===== src/hw/rtl/jdcd_pkg.sv =====
// Shared constants, types and tables for the day-number-to-date converter.
`timescale 1ns / 1ps

package jdcd_pkg;

  localparam int DAY_BITS    = 31;
  localparam int IN_TDATA_W  = ((DAY_BITS + 7) / 8) * 8;
  localparam int DAY_W       = 5;
  localparam int MON_W       = 4;
  localparam int YEAR_W      = 23;
  localparam int OUT_TDATA_W = ((DAY_W + MON_W + YEAR_W + 1 + 7) / 8) * 8;

  // Calendar landmarks, in days from day zero
  localparam int JUL_1582    = 2298884;   // 1 Jan 1582
  localparam int GREG_START  = 2299239;   // 1 Jan 1583
  localparam int GREG_REBASE = 139522;    // 1 Jan 1201 .. 1 Jan 1583, Gregorian

  localparam int JUL_CYCLE   = 1461;
  localparam int GREG_CYCLE  = 146097;
  localparam int CENT_DAYS   = 36524;
  localparam int BC_LAST     = 4712;      // 4*q+s up to this is BC
  localparam int GREG_BASE_YEAR = 1201;

  // Julian split: k < 2^22, k/1461 by reciprocal
  localparam int JK_W        = 22;
  localparam int JQ_W        = 11;
  localparam int JR_W        = 12;
  localparam int JDIV_SHIFT  = JK_W + 1;
  localparam int JREC_W      = 13;
  localparam int JDIV_RECIP  = (1 << JDIV_SHIFT) / JUL_CYCLE;

  // Gregorian split: g < 2^GW, g/146097 by reciprocal
  localparam int GW          = DAY_BITS + 1;
  localparam int GDIV_SHIFT  = GW + 1;
  localparam int GREC_W      = GDIV_SHIFT - 16;
  localparam int GQ_W        = GW - 16;
  localparam longint unsigned GDIV_RECIP = (64'd1 << GDIV_SHIFT) / GREG_CYCLE;
  localparam int GR_W        = 19;
  localparam int GRC_W       = 18;

  // Four-year groups inside a century
  localparam int R2_W        = 16;
  localparam int DDIV_SHIFT  = 17;
  localparam int DREC_W      = 7;
  localparam int DDIV_RECIP  = (1 << DDIV_SHIFT) / JUL_CYCLE;
  localparam int DQ_W        = 5;
  localparam int R3_W        = 11;

  localparam int OFF_W       = 9;
  localparam logic [3:0] MON_OCT = 4'd9;   // zero-based October

  typedef struct packed {
    logic [OFF_W-1:0] offset;   // day within year, from 0
    logic             leap;
    logic             oct1582;  // year 1582 with the short October
  } day_pos_t;

  // First day offset of zero-based month m
  function automatic logic [OFF_W-1:0] month_start(input logic [3:0] m, input logic leap,
                                                   input logic oct1582);
    logic [OFF_W-1:0] s;
    case (m)
      4'd0:    s = 9'd0;
      4'd1:    s = 9'd31;
      4'd2:    s = 9'd59;
      4'd3:    s = 9'd90;
      4'd4:    s = 9'd120;
      4'd5:    s = 9'd151;
      4'd6:    s = 9'd181;
      4'd7:    s = 9'd212;
      4'd8:    s = 9'd243;
      4'd9:    s = 9'd273;
      4'd10:   s = oct1582 ? 9'd294 : 9'd304;
      4'd11:   s = oct1582 ? 9'd324 : 9'd334;
      default: s = 9'd0;
    endcase
    if (leap && (m >= 4'd2)) s = s + 9'd1;
    return s;
  endfunction

endpackage


===== src/hw/rtl/jdcd_month_split.sv =====
// Splits a day offset within a year into month and day of month.
`timescale 1ns / 1ps

module jdcd_month_split (
  input  jdcd_pkg::day_pos_t               pos_i,
  output logic [jdcd_pkg::DAY_W-1:0]       day_o,
  output logic [jdcd_pkg::MON_W-1:0]       month_o
);

  logic [3:0]                   mon;
  logic [jdcd_pkg::OFF_W-1:0]   start;
  logic [jdcd_pkg::DAY_W-1:0]   d0;

  always_comb begin
    mon = 4'd0;
    for (int i = 1; i < 12; i++) begin
      if (jdcd_pkg::month_start(4'(i), pos_i.leap, pos_i.oct1582) <= pos_i.offset) begin
        mon = mon + 4'd1;
      end
    end
    start = jdcd_pkg::month_start(mon, pos_i.leap, pos_i.oct1582);
    d0    = jdcd_pkg::DAY_W'(pos_i.offset - start);
    day_o = d0 + 5'd1;
    // short October of 1582: the 5th to the 14th do not exist
    if (pos_i.oct1582 && (mon == jdcd_pkg::MON_OCT) && (d0 >= 5'd4)) begin
      day_o = d0 + 5'd11;
    end
    month_o = mon + 4'd1;
  end

endmodule


===== src/hw/rtl/julian_day_to_calendar_date_unit.sv =====
// Top level: pipelined day-number to calendar-date converter.
`timescale 1ns / 1ps

// Usage
//   Slave stream: one beat per day number (days since 1 Jan 4713 BC), low
//   DAY_BITS bits of s_axis_tdata_i; bits above are ignored.
//   Master stream: one beat per input beat, in order, carrying day, month,
//   year and a BC flag. Julian calendar up to 4 Oct 1582, Gregorian from
//   15 Oct 1582 on.
// Timing
//   Ten register stages. One beat per cycle sustained while the master
//   side is ready. The stage count is set by the divider chain: a
//   reciprocal multiply, a remainder and a correction per division,
//   done twice in series.
// Reset
//   rst_ni clears all stage valid bits; the pipeline comes up empty.
// Stall
//   Each full stage holds while the one after it is full and not moving, so a
//   stalled receiver fills bubbles first, then back-pressures the slave side.
//   Nothing is dropped or repeated.

module julian_day_to_calendar_date_unit (
  input  logic                                clk_i,
  input  logic                                rst_ni,
  // s_axis_tdata_i: [DAY_BITS-1:0] day_number
  input  logic                                s_axis_tvalid_i,
  output logic                                s_axis_tready_o,
  input  logic [jdcd_pkg::IN_TDATA_W-1:0]     s_axis_tdata_i,
  // m_axis_tdata_o: [4:0] day_of_month, [8:5] month_number,
  //                 [31:9] year_number, [32] before_christ
  output logic                                m_axis_tvalid_o,
  input  logic                                m_axis_tready_i,
  output logic [jdcd_pkg::OUT_TDATA_W-1:0]    m_axis_tdata_o
);

  localparam int NST = 10;
  localparam int GW  = jdcd_pkg::GW;
  localparam int YW  = jdcd_pkg::YEAR_W;

  logic [NST-1:0] v_q;
  logic [NST:0]   adv;

  // stage i loads when empty or when its successor moves
  always_comb begin
    adv[NST] = m_axis_tready_i;
    for (int i = NST - 1; i >= 0; i--) begin
      adv[i] = !v_q[i] || adv[i+1];
    end
  end

  assign s_axis_tready_o = adv[0];
  assign m_axis_tvalid_o = v_q[NST-1];

  always_ff @(posedge clk_i or negedge rst_ni) begin
    if (!rst_ni) begin
      v_q <= '0;
    end else begin
      if (adv[0]) v_q[0] <= s_axis_tvalid_i;
      for (int i = 1; i < NST; i++) begin
        if (adv[i]) v_q[i] <= v_q[i-1];
      end
    end
  end

  // ---------------- stage 0: capture
  logic [jdcd_pkg::DAY_BITS-1:0] s0_k_q;

  // ---------------- stage 1: classify, rebase
  logic                          s1_jul_d, s1_oct_d;
  logic                          s1_jul_q, s1_oct_q;
  logic [jdcd_pkg::JK_W-1:0]     s1_jk_q;
  logic [GW-1:0]                 s1_g_d, s1_g_q;

  always_comb begin
    s1_jul_d = s0_k_q < jdcd_pkg::DAY_BITS'(jdcd_pkg::GREG_START);
    s1_oct_d = s1_jul_d && (s0_k_q >= jdcd_pkg::DAY_BITS'(jdcd_pkg::JUL_1582));
    // days since 1 Jan 1201 on the Gregorian grid
    s1_g_d   = GW'(s0_k_q) - GW'(jdcd_pkg::GREG_START - jdcd_pkg::GREG_REBASE);
  end

  // ---------------- stage 2: reciprocal multiplies
  logic [jdcd_pkg::JK_W+jdcd_pkg::JREC_W-1:0] jprod;
  logic [GW+jdcd_pkg::GREC_W-1:0]             gprod;
  logic                          s2_jul_q, s2_oct_q;
  logic [jdcd_pkg::JK_W-1:0]     s2_jk_q;
  logic [GW-1:0]                 s2_g_q;
  logic [jdcd_pkg::JQ_W-1:0]     s2_jq_q;
  logic [jdcd_pkg::GQ_W-1:0]     s2_gq_q;

  assign jprod = (jdcd_pkg::JK_W + jdcd_pkg::JREC_W)'(s1_jk_q)
               * (jdcd_pkg::JK_W + jdcd_pkg::JREC_W)'(jdcd_pkg::JDIV_RECIP);
  assign gprod = (GW + jdcd_pkg::GREC_W)'(s1_g_q)
               * (GW + jdcd_pkg::GREC_W)'(jdcd_pkg::GDIV_RECIP);

  // ---------------- stage 3: raw remainders
  logic [jdcd_pkg::JK_W-1:0]     jsub;
  logic [GW-1:0]                 gsub;
  logic                          s3_jul_q, s3_oct_q;
  logic [jdcd_pkg::JQ_W-1:0]     s3_jq_q;
  logic [jdcd_pkg::GQ_W-1:0]     s3_gq_q;
  logic [jdcd_pkg::JR_W-1:0]     s3_jr_q;
  logic [jdcd_pkg::GR_W-1:0]     s3_gr_q;

  assign jsub = s2_jk_q - jdcd_pkg::JK_W'(jdcd_pkg::JK_W'(s2_jq_q)
                                          * jdcd_pkg::JK_W'(jdcd_pkg::JUL_CYCLE));
  assign gsub = s2_g_q - GW'(GW'(s2_gq_q) * GW'(jdcd_pkg::GREG_CYCLE));

  // ---------------- stage 4: quotient correction
  logic                          s4_jul_q, s4_oct_q;
  logic [jdcd_pkg::JQ_W-1:0]     s4_jq_d, s4_jq_q;
  logic [jdcd_pkg::GQ_W-1:0]     s4_gq_d, s4_gq_q;
  logic [jdcd_pkg::JR_W-2:0]     s4_jr_d, s4_jr_q;
  logic [jdcd_pkg::GRC_W-1:0]    s4_gr_d, s4_gr_q;

  always_comb begin
    s4_jq_d = s3_jq_q;
    s4_jr_d = (jdcd_pkg::JR_W-1)'(s3_jr_q);
    if (s3_jr_q >= jdcd_pkg::JR_W'(jdcd_pkg::JUL_CYCLE)) begin
      s4_jq_d = s3_jq_q + 1'b1;
      s4_jr_d = (jdcd_pkg::JR_W-1)'(s3_jr_q - jdcd_pkg::JR_W'(jdcd_pkg::JUL_CYCLE));
    end
    s4_gq_d = s3_gq_q;
    s4_gr_d = jdcd_pkg::GRC_W'(s3_gr_q);
    if (s3_gr_q >= jdcd_pkg::GR_W'(jdcd_pkg::GREG_CYCLE)) begin
      s4_gq_d = s3_gq_q + 1'b1;
      s4_gr_d = jdcd_pkg::GRC_W'(s3_gr_q - jdcd_pkg::GR_W'(jdcd_pkg::GREG_CYCLE));
    end
  end

  // ---------------- stage 5: century / Julian year in group
  logic                          s5_jul_q, s5_oct_q;
  logic [1:0]                    s5_c_d, s5_c_q;
  logic [jdcd_pkg::R2_W-1:0]     s5_r2_d, s5_r2_q;
  logic [YW-1:0]                 s5_gyb_d, s5_gyb_q;
  logic [jdcd_pkg::GQ_W+YW-1:0]  gyb_full;
  logic [1:0]                    s5_js_d, s5_js_q;
  logic [jdcd_pkg::OFF_W-1:0]    s5_jo_d, s5_jo_q;
  logic [jdcd_pkg::JQ_W+1:0]     s5_t_d, s5_t_q;

  always_comb begin
    if (s4_gr_q < jdcd_pkg::GRC_W'(jdcd_pkg::CENT_DAYS))          s5_c_d = 2'd0;
    else if (s4_gr_q < jdcd_pkg::GRC_W'(2 * jdcd_pkg::CENT_DAYS)) s5_c_d = 2'd1;
    else if (s4_gr_q < jdcd_pkg::GRC_W'(3 * jdcd_pkg::CENT_DAYS)) s5_c_d = 2'd2;
    else                                                           s5_c_d = 2'd3;
    s5_r2_d  = jdcd_pkg::R2_W'(s4_gr_q - jdcd_pkg::GRC_W'(s5_c_d)
                                         * jdcd_pkg::GRC_W'(jdcd_pkg::CENT_DAYS));
    gyb_full = (jdcd_pkg::GQ_W + YW)'(s4_gq_q) * (jdcd_pkg::GQ_W + YW)'(400)
             + (jdcd_pkg::GQ_W + YW)'(jdcd_pkg::GREG_BASE_YEAR);
    s5_gyb_d = gyb_full[YW-1:0];
    // Julian group starts with its leap year: 366, 365, 365, 365
    if (s4_jr_q < 11'd366) begin
      s5_js_d = 2'd0; s5_jo_d = jdcd_pkg::OFF_W'(s4_jr_q);
    end else if (s4_jr_q < 11'd731) begin
      s5_js_d = 2'd1; s5_jo_d = jdcd_pkg::OFF_W'(s4_jr_q - 11'd366);
    end else if (s4_jr_q < 11'd1096) begin
      s5_js_d = 2'd2; s5_jo_d = jdcd_pkg::OFF_W'(s4_jr_q - 11'd731);
    end else begin
      s5_js_d = 2'd3; s5_jo_d = jdcd_pkg::OFF_W'(s4_jr_q - 11'd1096);
    end
    s5_t_d = {s4_jq_q, 2'b00} + (jdcd_pkg::JQ_W + 2)'(s5_js_d);
  end

  // ---------------- stage 6: four-year group multiply, Julian year
  logic [jdcd_pkg::R2_W+jdcd_pkg::DREC_W-1:0] dprod;
  logic                          s6_jul_q, s6_oct_q;
  logic [1:0]                    s6_c_q;
  logic [jdcd_pkg::R2_W-1:0]     s6_r2_q;
  logic [jdcd_pkg::DQ_W-1:0]     s6_dq_q;
  logic [YW-1:0]                 s6_gy_d, s6_gy_q;
  logic                          s6_jbc_d, s6_jbc_q;
  logic [jdcd_pkg::JQ_W+1:0]     s6_jy_d, s6_jy_q;
  logic                          s6_jleap_q;
  logic [jdcd_pkg::OFF_W-1:0]    s6_jo_q;

  assign dprod = (jdcd_pkg::R2_W + jdcd_pkg::DREC_W)'(s5_r2_q)
               * (jdcd_pkg::R2_W + jdcd_pkg::DREC_W)'(jdcd_pkg::DDIV_RECIP);

  always_comb begin
    s6_gy_d  = s5_gyb_q + YW'(s5_c_q) * YW'(100);
    s6_jbc_d = s5_t_q <= (jdcd_pkg::JQ_W + 2)'(jdcd_pkg::BC_LAST);
    s6_jy_d  = s6_jbc_d ? (jdcd_pkg::JQ_W + 2)'(jdcd_pkg::BC_LAST + 1) - s5_t_q
                        : s5_t_q - (jdcd_pkg::JQ_W + 2)'(jdcd_pkg::BC_LAST);
  end

  // ---------------- stage 7: group remainder and correction
  logic [jdcd_pkg::R2_W-1:0]     r3raw;
  logic                          s7_jul_q, s7_oct_q;
  logic [1:0]                    s7_c_q;
  logic [jdcd_pkg::DQ_W-1:0]     s7_d_d, s7_d_q;
  logic [jdcd_pkg::R3_W-1:0]     s7_r3_d, s7_r3_q;
  logic [YW-1:0]                 s7_gy_q;
  logic                          s7_jbc_q, s7_jleap_q;
  logic [jdcd_pkg::JQ_W+1:0]     s7_jy_q;
  logic [jdcd_pkg::OFF_W-1:0]    s7_jo_q;

  always_comb begin
    r3raw   = s6_r2_q - jdcd_pkg::R2_W'(jdcd_pkg::R2_W'(s6_dq_q)
                                        * jdcd_pkg::R2_W'(jdcd_pkg::JUL_CYCLE));
    s7_d_d  = s6_dq_q;
    s7_r3_d = jdcd_pkg::R3_W'(r3raw);
    if (r3raw >= jdcd_pkg::R2_W'(jdcd_pkg::JUL_CYCLE)) begin
      s7_d_d  = s6_dq_q + 1'b1;
      s7_r3_d = jdcd_pkg::R3_W'(r3raw - jdcd_pkg::R2_W'(jdcd_pkg::JUL_CYCLE));
    end
  end

  // ---------------- stage 8: year in group, merge calendars
  logic [1:0]                    gy_in;
  logic [jdcd_pkg::OFF_W-1:0]    go;
  jdcd_pkg::day_pos_t            s8_pos_d, s8_pos_q;
  logic [YW-1:0]                 s8_year_d, s8_year_q;
  logic                          s8_bc_d, s8_bc_q;

  always_comb begin
    // Gregorian group: 365, 365, 365, then 366 unless a plain century year
    if (s7_r3_q < 11'd365) begin
      gy_in = 2'd0; go = jdcd_pkg::OFF_W'(s7_r3_q);
    end else if (s7_r3_q < 11'd730) begin
      gy_in = 2'd1; go = jdcd_pkg::OFF_W'(s7_r3_q - 11'd365);
    end else if (s7_r3_q < 11'd1095) begin
      gy_in = 2'd2; go = jdcd_pkg::OFF_W'(s7_r3_q - 11'd730);
    end else begin
      gy_in = 2'd3; go = jdcd_pkg::OFF_W'(s7_r3_q - 11'd1095);
    end
    s8_pos_d.oct1582 = s7_oct_q;
    if (s7_jul_q) begin
      s8_pos_d.offset = s7_jo_q;
      s8_pos_d.leap   = s7_jleap_q && !s7_oct_q;
      s8_year_d       = YW'(s7_jy_q);
      s8_bc_d         = s7_jbc_q;
    end else begin
      s8_pos_d.offset = go;
      s8_pos_d.leap   = (gy_in == 2'd3) && ((s7_d_q != 5'd24) || (s7_c_q == 2'd3));
      s8_year_d       = s7_gy_q + YW'({s7_d_q, 2'b00}) + YW'(gy_in);
      s8_bc_d         = 1'b0;
    end
  end

  // ---------------- stage 9: month split, output register
  logic [jdcd_pkg::DAY_W-1:0]    day_d, s9_day_q;
  logic [jdcd_pkg::MON_W-1:0]    mon_d, s9_mon_q;
  logic [YW-1:0]                 s9_year_q;
  logic                          s9_bc_q;

  jdcd_month_split u_split (
    .pos_i   (s8_pos_q),
    .day_o   (day_d),
    .month_o (mon_d)
  );

  // payload registers, no reset
  always_ff @(posedge clk_i) begin
    if (adv[0]) s0_k_q <= s_axis_tdata_i[jdcd_pkg::DAY_BITS-1:0];
    if (adv[1]) begin
      s1_jul_q <= s1_jul_d;
      s1_oct_q <= s1_oct_d;
      s1_jk_q  <= s0_k_q[jdcd_pkg::JK_W-1:0];
      s1_g_q   <= s1_g_d;
    end
    if (adv[2]) begin
      s2_jul_q <= s1_jul_q;
      s2_oct_q <= s1_oct_q;
      s2_jk_q  <= s1_jk_q;
      s2_g_q   <= s1_g_q;
      s2_jq_q  <= jprod[jdcd_pkg::JDIV_SHIFT +: jdcd_pkg::JQ_W];
      s2_gq_q  <= gprod[jdcd_pkg::GDIV_SHIFT +: jdcd_pkg::GQ_W];
    end
    if (adv[3]) begin
      s3_jul_q <= s2_jul_q;
      s3_oct_q <= s2_oct_q;
      s3_jq_q  <= s2_jq_q;
      s3_gq_q  <= s2_gq_q;
      s3_jr_q  <= jsub[jdcd_pkg::JR_W-1:0];
      s3_gr_q  <= gsub[jdcd_pkg::GR_W-1:0];
    end
    if (adv[4]) begin
      s4_jul_q <= s3_jul_q;
      s4_oct_q <= s3_oct_q;
      s4_jq_q  <= s4_jq_d;
      s4_gq_q  <= s4_gq_d;
      s4_jr_q  <= s4_jr_d;
      s4_gr_q  <= s4_gr_d;
    end
    if (adv[5]) begin
      s5_jul_q <= s4_jul_q;
      s5_oct_q <= s4_oct_q;
      s5_c_q   <= s5_c_d;
      s5_r2_q  <= s5_r2_d;
      s5_gyb_q <= s5_gyb_d;
      s5_js_q  <= s5_js_d;
      s5_jo_q  <= s5_jo_d;
      s5_t_q   <= s5_t_d;
    end
    if (adv[6]) begin
      s6_jul_q   <= s5_jul_q;
      s6_oct_q   <= s5_oct_q;
      s6_c_q     <= s5_c_q;
      s6_r2_q    <= s5_r2_q;
      s6_dq_q    <= dprod[jdcd_pkg::DDIV_SHIFT +: jdcd_pkg::DQ_W];
      s6_gy_q    <= s6_gy_d;
      s6_jbc_q   <= s6_jbc_d;
      s6_jy_q    <= s6_jy_d;
      s6_jleap_q <= (s5_js_q == 2'd0);
      s6_jo_q    <= s5_jo_q;
    end
    if (adv[7]) begin
      s7_jul_q   <= s6_jul_q;
      s7_oct_q   <= s6_oct_q;
      s7_c_q     <= s6_c_q;
      s7_d_q     <= s7_d_d;
      s7_r3_q    <= s7_r3_d;
      s7_gy_q    <= s6_gy_q;
      s7_jbc_q   <= s6_jbc_q;
      s7_jleap_q <= s6_jleap_q;
      s7_jy_q    <= s6_jy_q;
      s7_jo_q    <= s6_jo_q;
    end
    if (adv[8]) begin
      s8_pos_q  <= s8_pos_d;
      s8_year_q <= s8_year_d;
      s8_bc_q   <= s8_bc_d;
    end
    if (adv[9]) begin
      s9_day_q  <= day_d;
      s9_mon_q  <= mon_d;
      s9_year_q <= s8_year_q;
      s9_bc_q   <= s8_bc_q;
    end
  end

  assign m_axis_tdata_o = jdcd_pkg::OUT_TDATA_W'({s9_bc_q, s9_year_q, s9_mon_q, s9_day_q});

endmodule


===== config.mk =====
export PLATFORM = sky130hd
export DESIGN_NAME = julian_day_to_calendar_date_unit
export DESIGN_NICKNAME = d
export VERILOG_FILES = /design/src/hw/rtl/jdcd_pkg.sv /design/src/hw/rtl/jdcd_month_split.sv /design/src/hw/rtl/julian_day_to_calendar_date_unit.sv
export SDC_FILE = /design/constraint.sdc
export NUM_CORES = 2
export LEC_CHECK = 0
export ABC_AREA = 1
export BUFFER_PORTS_ARGS = -buffer_cell sky130_fd_sc_hd__buf_4
export CAP_MARGIN = 20
export CORE_MARGIN = 2
export CORE_UTILIZATION = 40
export CTS_BUF_LIST = sky130_fd_sc_hd__clkbuf_4 sky130_fd_sc_hd__clkbuf_8 sky130_fd_sc_hd__clkbuf_16
export CTS_CLUSTER_DIAMETER = 200
export DETAILED_ROUTE_END_ITERATION = 10
export GPL_TIMING_DRIVEN = 0
export PLACE_DENSITY_LB_ADDON = 0.05
export SLEW_MARGIN = 5
export SYNTH_ARGS = -nofsm -noshare
export SYNTH_HDL_FRONTEND = slang
export SYNTH_HIERARCHICAL = 1
export SYNTH_SLANG_ARGS = --single-unit

===== constraint.sdc =====
create_clock -name clk_i -period 15.39 [get_ports clk_i]
set_input_delay 3.078 -clock clk_i [delete_from_list [all_inputs] [get_ports clk_i]]
set_output_delay 3.078 -clock clk_i [all_outputs]
set_load 0.01 [all_outputs]

; Yosys cells after proc, flatten, opt, wreduce, memory -nomap -nowiden
; Cells that the tools add are included.
[word_totals]
ff_bits = 547
inputBits = 36
out_inout_bits = 42
word_cells = 243
[classes]
n_mul = 9
reduce_logical = 29
n_mux = 50
n_lt_le_gt_ge = 28
eq_ne = 14
n_addsub = 41
[ops]
columns = op, count
row1 = $mux W9, 8
row2 = $pmux W5 S11, 1
row3 = $mux W4, 12
row4 = $mul A32 B14 Y46 const B, 1
row5 = $add A4 B1 Y4 const B, 11
row6 = $le A8 B9 Y1, 4
row7 = $lt A18 B17 Y1 const B, 2
row8 = $mul A22 B13 Y34 const B, 1
row9 = $mux W11, 3
row10 = $sub A16 B16 Y16, 2
row11 = $sub A31 B22 Y32 const B, 1
row12 = $ge A31 B22 Y1 const B, 1
row13 = $lt A31 B22 Y1 const B, 1
row14 = $le A9 B9 Y1, 3
row15 = $mux W13, 2
row16 = $add A23 B11 Y23 const B, 1
row17 = $add A23 B2 Y23, 1
row18 = $add A23 B7 Y23, 1
row19 = $add A23 B9 Y23, 1
row20 = $lt A11 B10 Y1 const B, 2
row21 = $lt A11 B11 Y1 const B, 2
row22 = $lt A11 B9 Y1 const B, 2
row23 = $mul A16 B7 Y22 const B, 1
row24 = $sub A11 B11 Y11 const B, 2
row25 = 48 further kinds, 105

; Depth between registers and ports, before layout
[logic_depth]
word_depth = 30
mapped_depth = 65
depth_no_buf = 65

; By module
; Netlist, hierarchy kept.
[modules_own_cells]
columns = mod, cells_per_inst, instances, seq_area_each_um2, area_per_inst_um2
row1 = julian_day_to_calendar_date_unit, 4956, 1, 15955.3, 48391.4
row2 = jdcd_month_split, 447, 1, 0.0, 2509.9

; Worst setup path before layout
; No wires, ideal clock.
[synth_path]
path_kind = input to output
start = in m_axis_tready_i
end = out s_axis_tready_o
n_path_buf = 0
required_ps = 12312
cell_stages = 12
path_slack_ps = 1947
arrival_time_ps = 10365
cell_sequence = nor2_1 inv_1 nor2_1 inv_1 nor2_1 nand2_1 nor2_1 nand2_1 nor2_1 nand2_1 nor2_1 nand2_1
[synth_between]
elab_chain_cells = 10
[synth_rtl]
columns = item, line
row1 = start: declaration, julian_day_to_calendar_date_unit.sv:32  ; input logic m_axis_tready_i,
row2 = $logic_or A1 B1 Y1, julian_day_to_calendar_date_unit.sv:47  ; adv[i] = !v_q[i] || adv[i+1];
row3 = via adv[9], julian_day_to_calendar_date_unit.sv:41  ; logic [NST:0] adv;
row4 = $logic_or A1 B1 Y1, julian_day_to_calendar_date_unit.sv:47
row5 = via adv[8], julian_day_to_calendar_date_unit.sv:41
row6 = $logic_or A1 B1 Y1 (2 in a row), julian_day_to_calendar_date_unit.sv:47
row7 = via adv[6], julian_day_to_calendar_date_unit.sv:41
row8 = $logic_or A1 B1 Y1 (2 in a row), julian_day_to_calendar_date_unit.sv:47
row9 = via adv[4], julian_day_to_calendar_date_unit.sv:41
row10 = $logic_or A1 B1 Y1 (2 in a row), julian_day_to_calendar_date_unit.sv:47
row11 = via adv[2], julian_day_to_calendar_date_unit.sv:41
row12 = $logic_or A1 B1 Y1 (2 in a row), julian_day_to_calendar_date_unit.sv:47
row13 = end: declaration, julian_day_to_calendar_date_unit.sv:27  ; output logic s_axis_tready_o,
; The timed path passes the listed nets, and every way through them passes these cells.

; Final worst setup path
; Ends and elaborated chain as after synthesis.

==> flow_metrics.tcl <==
set metrics [dict create \
    status "completed" \
    ys_seq_area_share_pct 31.3 \
    synthDistinctLibCells 63 \
    critPathLaunchType "input port" \
    synth_edf_count 523 \
    crit_chain "buf_4 > nor2_1 > inv_2 > nor2_1 > inv_2 > nor2_1 > nand2_4 > buf_16 > nor2_1 > nand2_4 > nor2_1 > nand2_4 > nor2_1 > nand2_2 > buf_12 > buf_4" \
    r2r_start "s8_pos_q[3]" \
    numClockSinks 533 \
    ctsHoldBuffers 0 \
    grt.total_usage_pct 17.9 \
    crit_type "input port to output port" \
    nFillCells 12482 \
    final_cell_mix "inv_1 (1293), nand2_1 (772), ha_1 (671), edfxtp_1 (523), fa_1 (447)" \
    grt_pass1_wl_um 188000 \
    chipWidth_um 361 \
    timing.final.hold_violations 0 \
    cp.arrival_ns 7.94 \
    synthArstFlopShare_pct 1.88 \
    portBuffers 69 \
    place_congestion 0.876 \
    firstDrtPassIters 6 \
    period_share_pct 71.6 \
    cts_buffers 68 \
    core-area_sq_um 126000 \
    required_ns 12.31 \
    layout_commonest_cell "inv_1" \
    cts_root_buffer "clkbuf_16" \
    first_iter_violations 1595 \
    antenna_found_initial 0 \
    min-delay-start "s8_year_q[5]" \
    dp.cells 7134 \
    slew_viol_final 0 \
    hp-class "register to register" \
    r2r.worst_path.cells 63 \
    cts_setup_buffers 0 \
    drc 0 \
    syn_to_final_growth_pct 9.93 \
    maxSlewHeadroom_pct 47.8 \
    fp-row-count 130 \
    r2r_end "s9_day_q[4]" \
    synth_area_leaders "edfxtp_1 (31%), fa_1 (18%), ha_1 (16%), inv_1 (9.6%), nand2_1 (5.7%)" \
    holdPathStages 0 \
    syn_avg_cell_area_sq_um 9.42 \
    cts_max_level 3 \
    slowest_stage "nand2_4" \
    final_cell_area_sq_um 56000 \
    dieArea_sq_um 130000 \
    ys_warn_count 6 \
    min_to "s9_year_q[5]" \
    cts_tree "built" \
    layout.cells.non_filler 7257 \
    n_antenna_cell 0 \
    final.min_clock_period_ns 11.02 \
    netlist_area_sq_um 50900 \
    cp_max_fo 61 \
    cts_buffer_depth 3 \
    io_pins 78 \
    r2r_slack_ns 5.32 \
    drv_cap 0 \
    finClkSkew_ns 0.0292 \
    wl_per_cell_um 15.5 \
    vias 34398 \
    ctsResizeCount 0 \
    crit_top_cell "nor2_1" \
    critPathMaxStageDelay_ns 0.50 \
    tightest_slew_ns 0.784 \
    grt_pass1_vias 35876 \
    routed_wl_um 113000 \
    place_area_sq_um 53700 \
    rsz0062_at_grt "no" \
    final_nets 6708 \
    netlist_instances 5403 \
    place_hpwl_um 94900 \
    synth_ff_type "edfxtp_1" \
    setup_viol 0 \
    dieHeight_um 361 \
    drive_gt1_share_pct 6.22 \
    grt-ovfl-total 0 \
    path_clk_slew_ns 0.06 \
    ys_ff_latch 533 \
    holdWs_ns 0.409 \
    ant_nets 0 \
    vias_per_cell 4.74 \
    yosys.area.top_type_share_pct 30.9 \
    grt_max_degree 62 \
    insertion_delay_ns 0.64 \
    crit_path_end_kind "output port" \
    final_core_utilization_pct 44.4 \
    fmax_mhz 90.8 \
    start_util_pct 40.4 \
    yosys.area.top_type "edfxtp_1" \
]
-- logic make-up (layout without fill, tap and decap cells) --
logic type / Yosys count / in the layout / share of synthesized area [%]
AO/OA/AOI/OAI: 544 / 544 / 5.97
XOR/XNOR: 268 / 268 / 4.69
adder cells (fa/ha/maj): 1118 / 1118 / 34.1
buffers and inverters: 1353 / 1551 / 10.1
flip-flops: 533 / 533 / 31.3
multiplexers: 3 / 3 / 0.0639
other: 1 / 7 / 0.00737
AND/OR/NAND/NOR: 1583 / 1583 / 13.7
-- through the flow --
step | setup WS (ns) | setup TNS (ns)
2_1_floorplan | 1.95 | 0
3_3_place_gp | -1.67 | -1.67
3_5_place_dp | 4.15 | 0
4_1_cts | 4.13 | 0
5_1_grt | 3.57 | 0
6_report | 4.37 | 0
-- Yosys cell counts, drive strengths merged (2+ instances only) --
master	number
o2111ai	5
clkbuf	9
clkinv	2
or2	17
nor3b	5
fa	447
nor4	12
a31o	2
nand3	252
dfrtp	10
ha	671
o21bai	19
buf	23
nor3	56
mux2	2
a21o	18
a21boi	5
xor2	182
a311oi	2
nand2	813
o31ai	10
o21a	6
xnor2	86
a221oi	3
nor2	335
o22ai	5
o21ai	186
and3	2
o211ai	16
nand3b	12
a31oi	20
edfxtp	523
inv	1319
a211oi	4
nand4	74
and2	5
a21oi	238
o311ai	2
-- metal layers --
layer  wire length, um  GRT usage, %
met5                 0             0
met4              2980          4.92
met3              2780          2.10
met2             55600          31.8
met1             51400          23.0
-- cell type report --
cell class / instances / area (sq um) / area share, %
multi-input combinational: 3523 / 29800 / 53.3
clock inverter: 43 / 498 / 0.890
inverter: 1321 / 4960 / 8.87
sequential: 533 / 16000 / 28.5
tap: 1650 / 2060 / 3.69
clock buffer: 80 / 1800 / 3.21
timing repair buffer: 75 / 646 / 1.15
buffer: 32 / 183 / 0.326
-- state kept, by name, indices dropped and copies added (netlist names), 15 cells and up --
name / cells
s1_g_q: 32
s6_gy_q: 20
s4_gq_q: 16
s8_year_q: 23
s2_g_q: 19
s0_k_q: 31
s4_gr_q: 18
s3_gr_q: 19
s6_r2_q: 16
s3_gq_q: 15
s2_gq_q: 15
s5_gyb_q: 19
s9_year_q: 23
s7_gy_q: 20
s1_jk_q: 22
s5_r2_q: 16
-- how the worst max path moves through the flow --
stage	start	end
global placement	m_axis_tready_i	s_axis_tready_o
CTS	m_axis_tready_i	s_axis_tready_o
finish	m_axis_tready_i	s_axis_tready_o
detailed placement	m_axis_tready_i	s_axis_tready_o
floorplan	m_axis_tready_i	s_axis_tready_o
global route	m_axis_tready_i	s_axis_tready_o
-- critical path, delay by kind of cell --
kind	cells	cell delay [ns]
simple gates	10	3.38
buf+inv	6	1.42
Power is left out: the tool's default activity adds up to more than one toggle a clock period on the data nets, which glitch-free logic cannot reach.
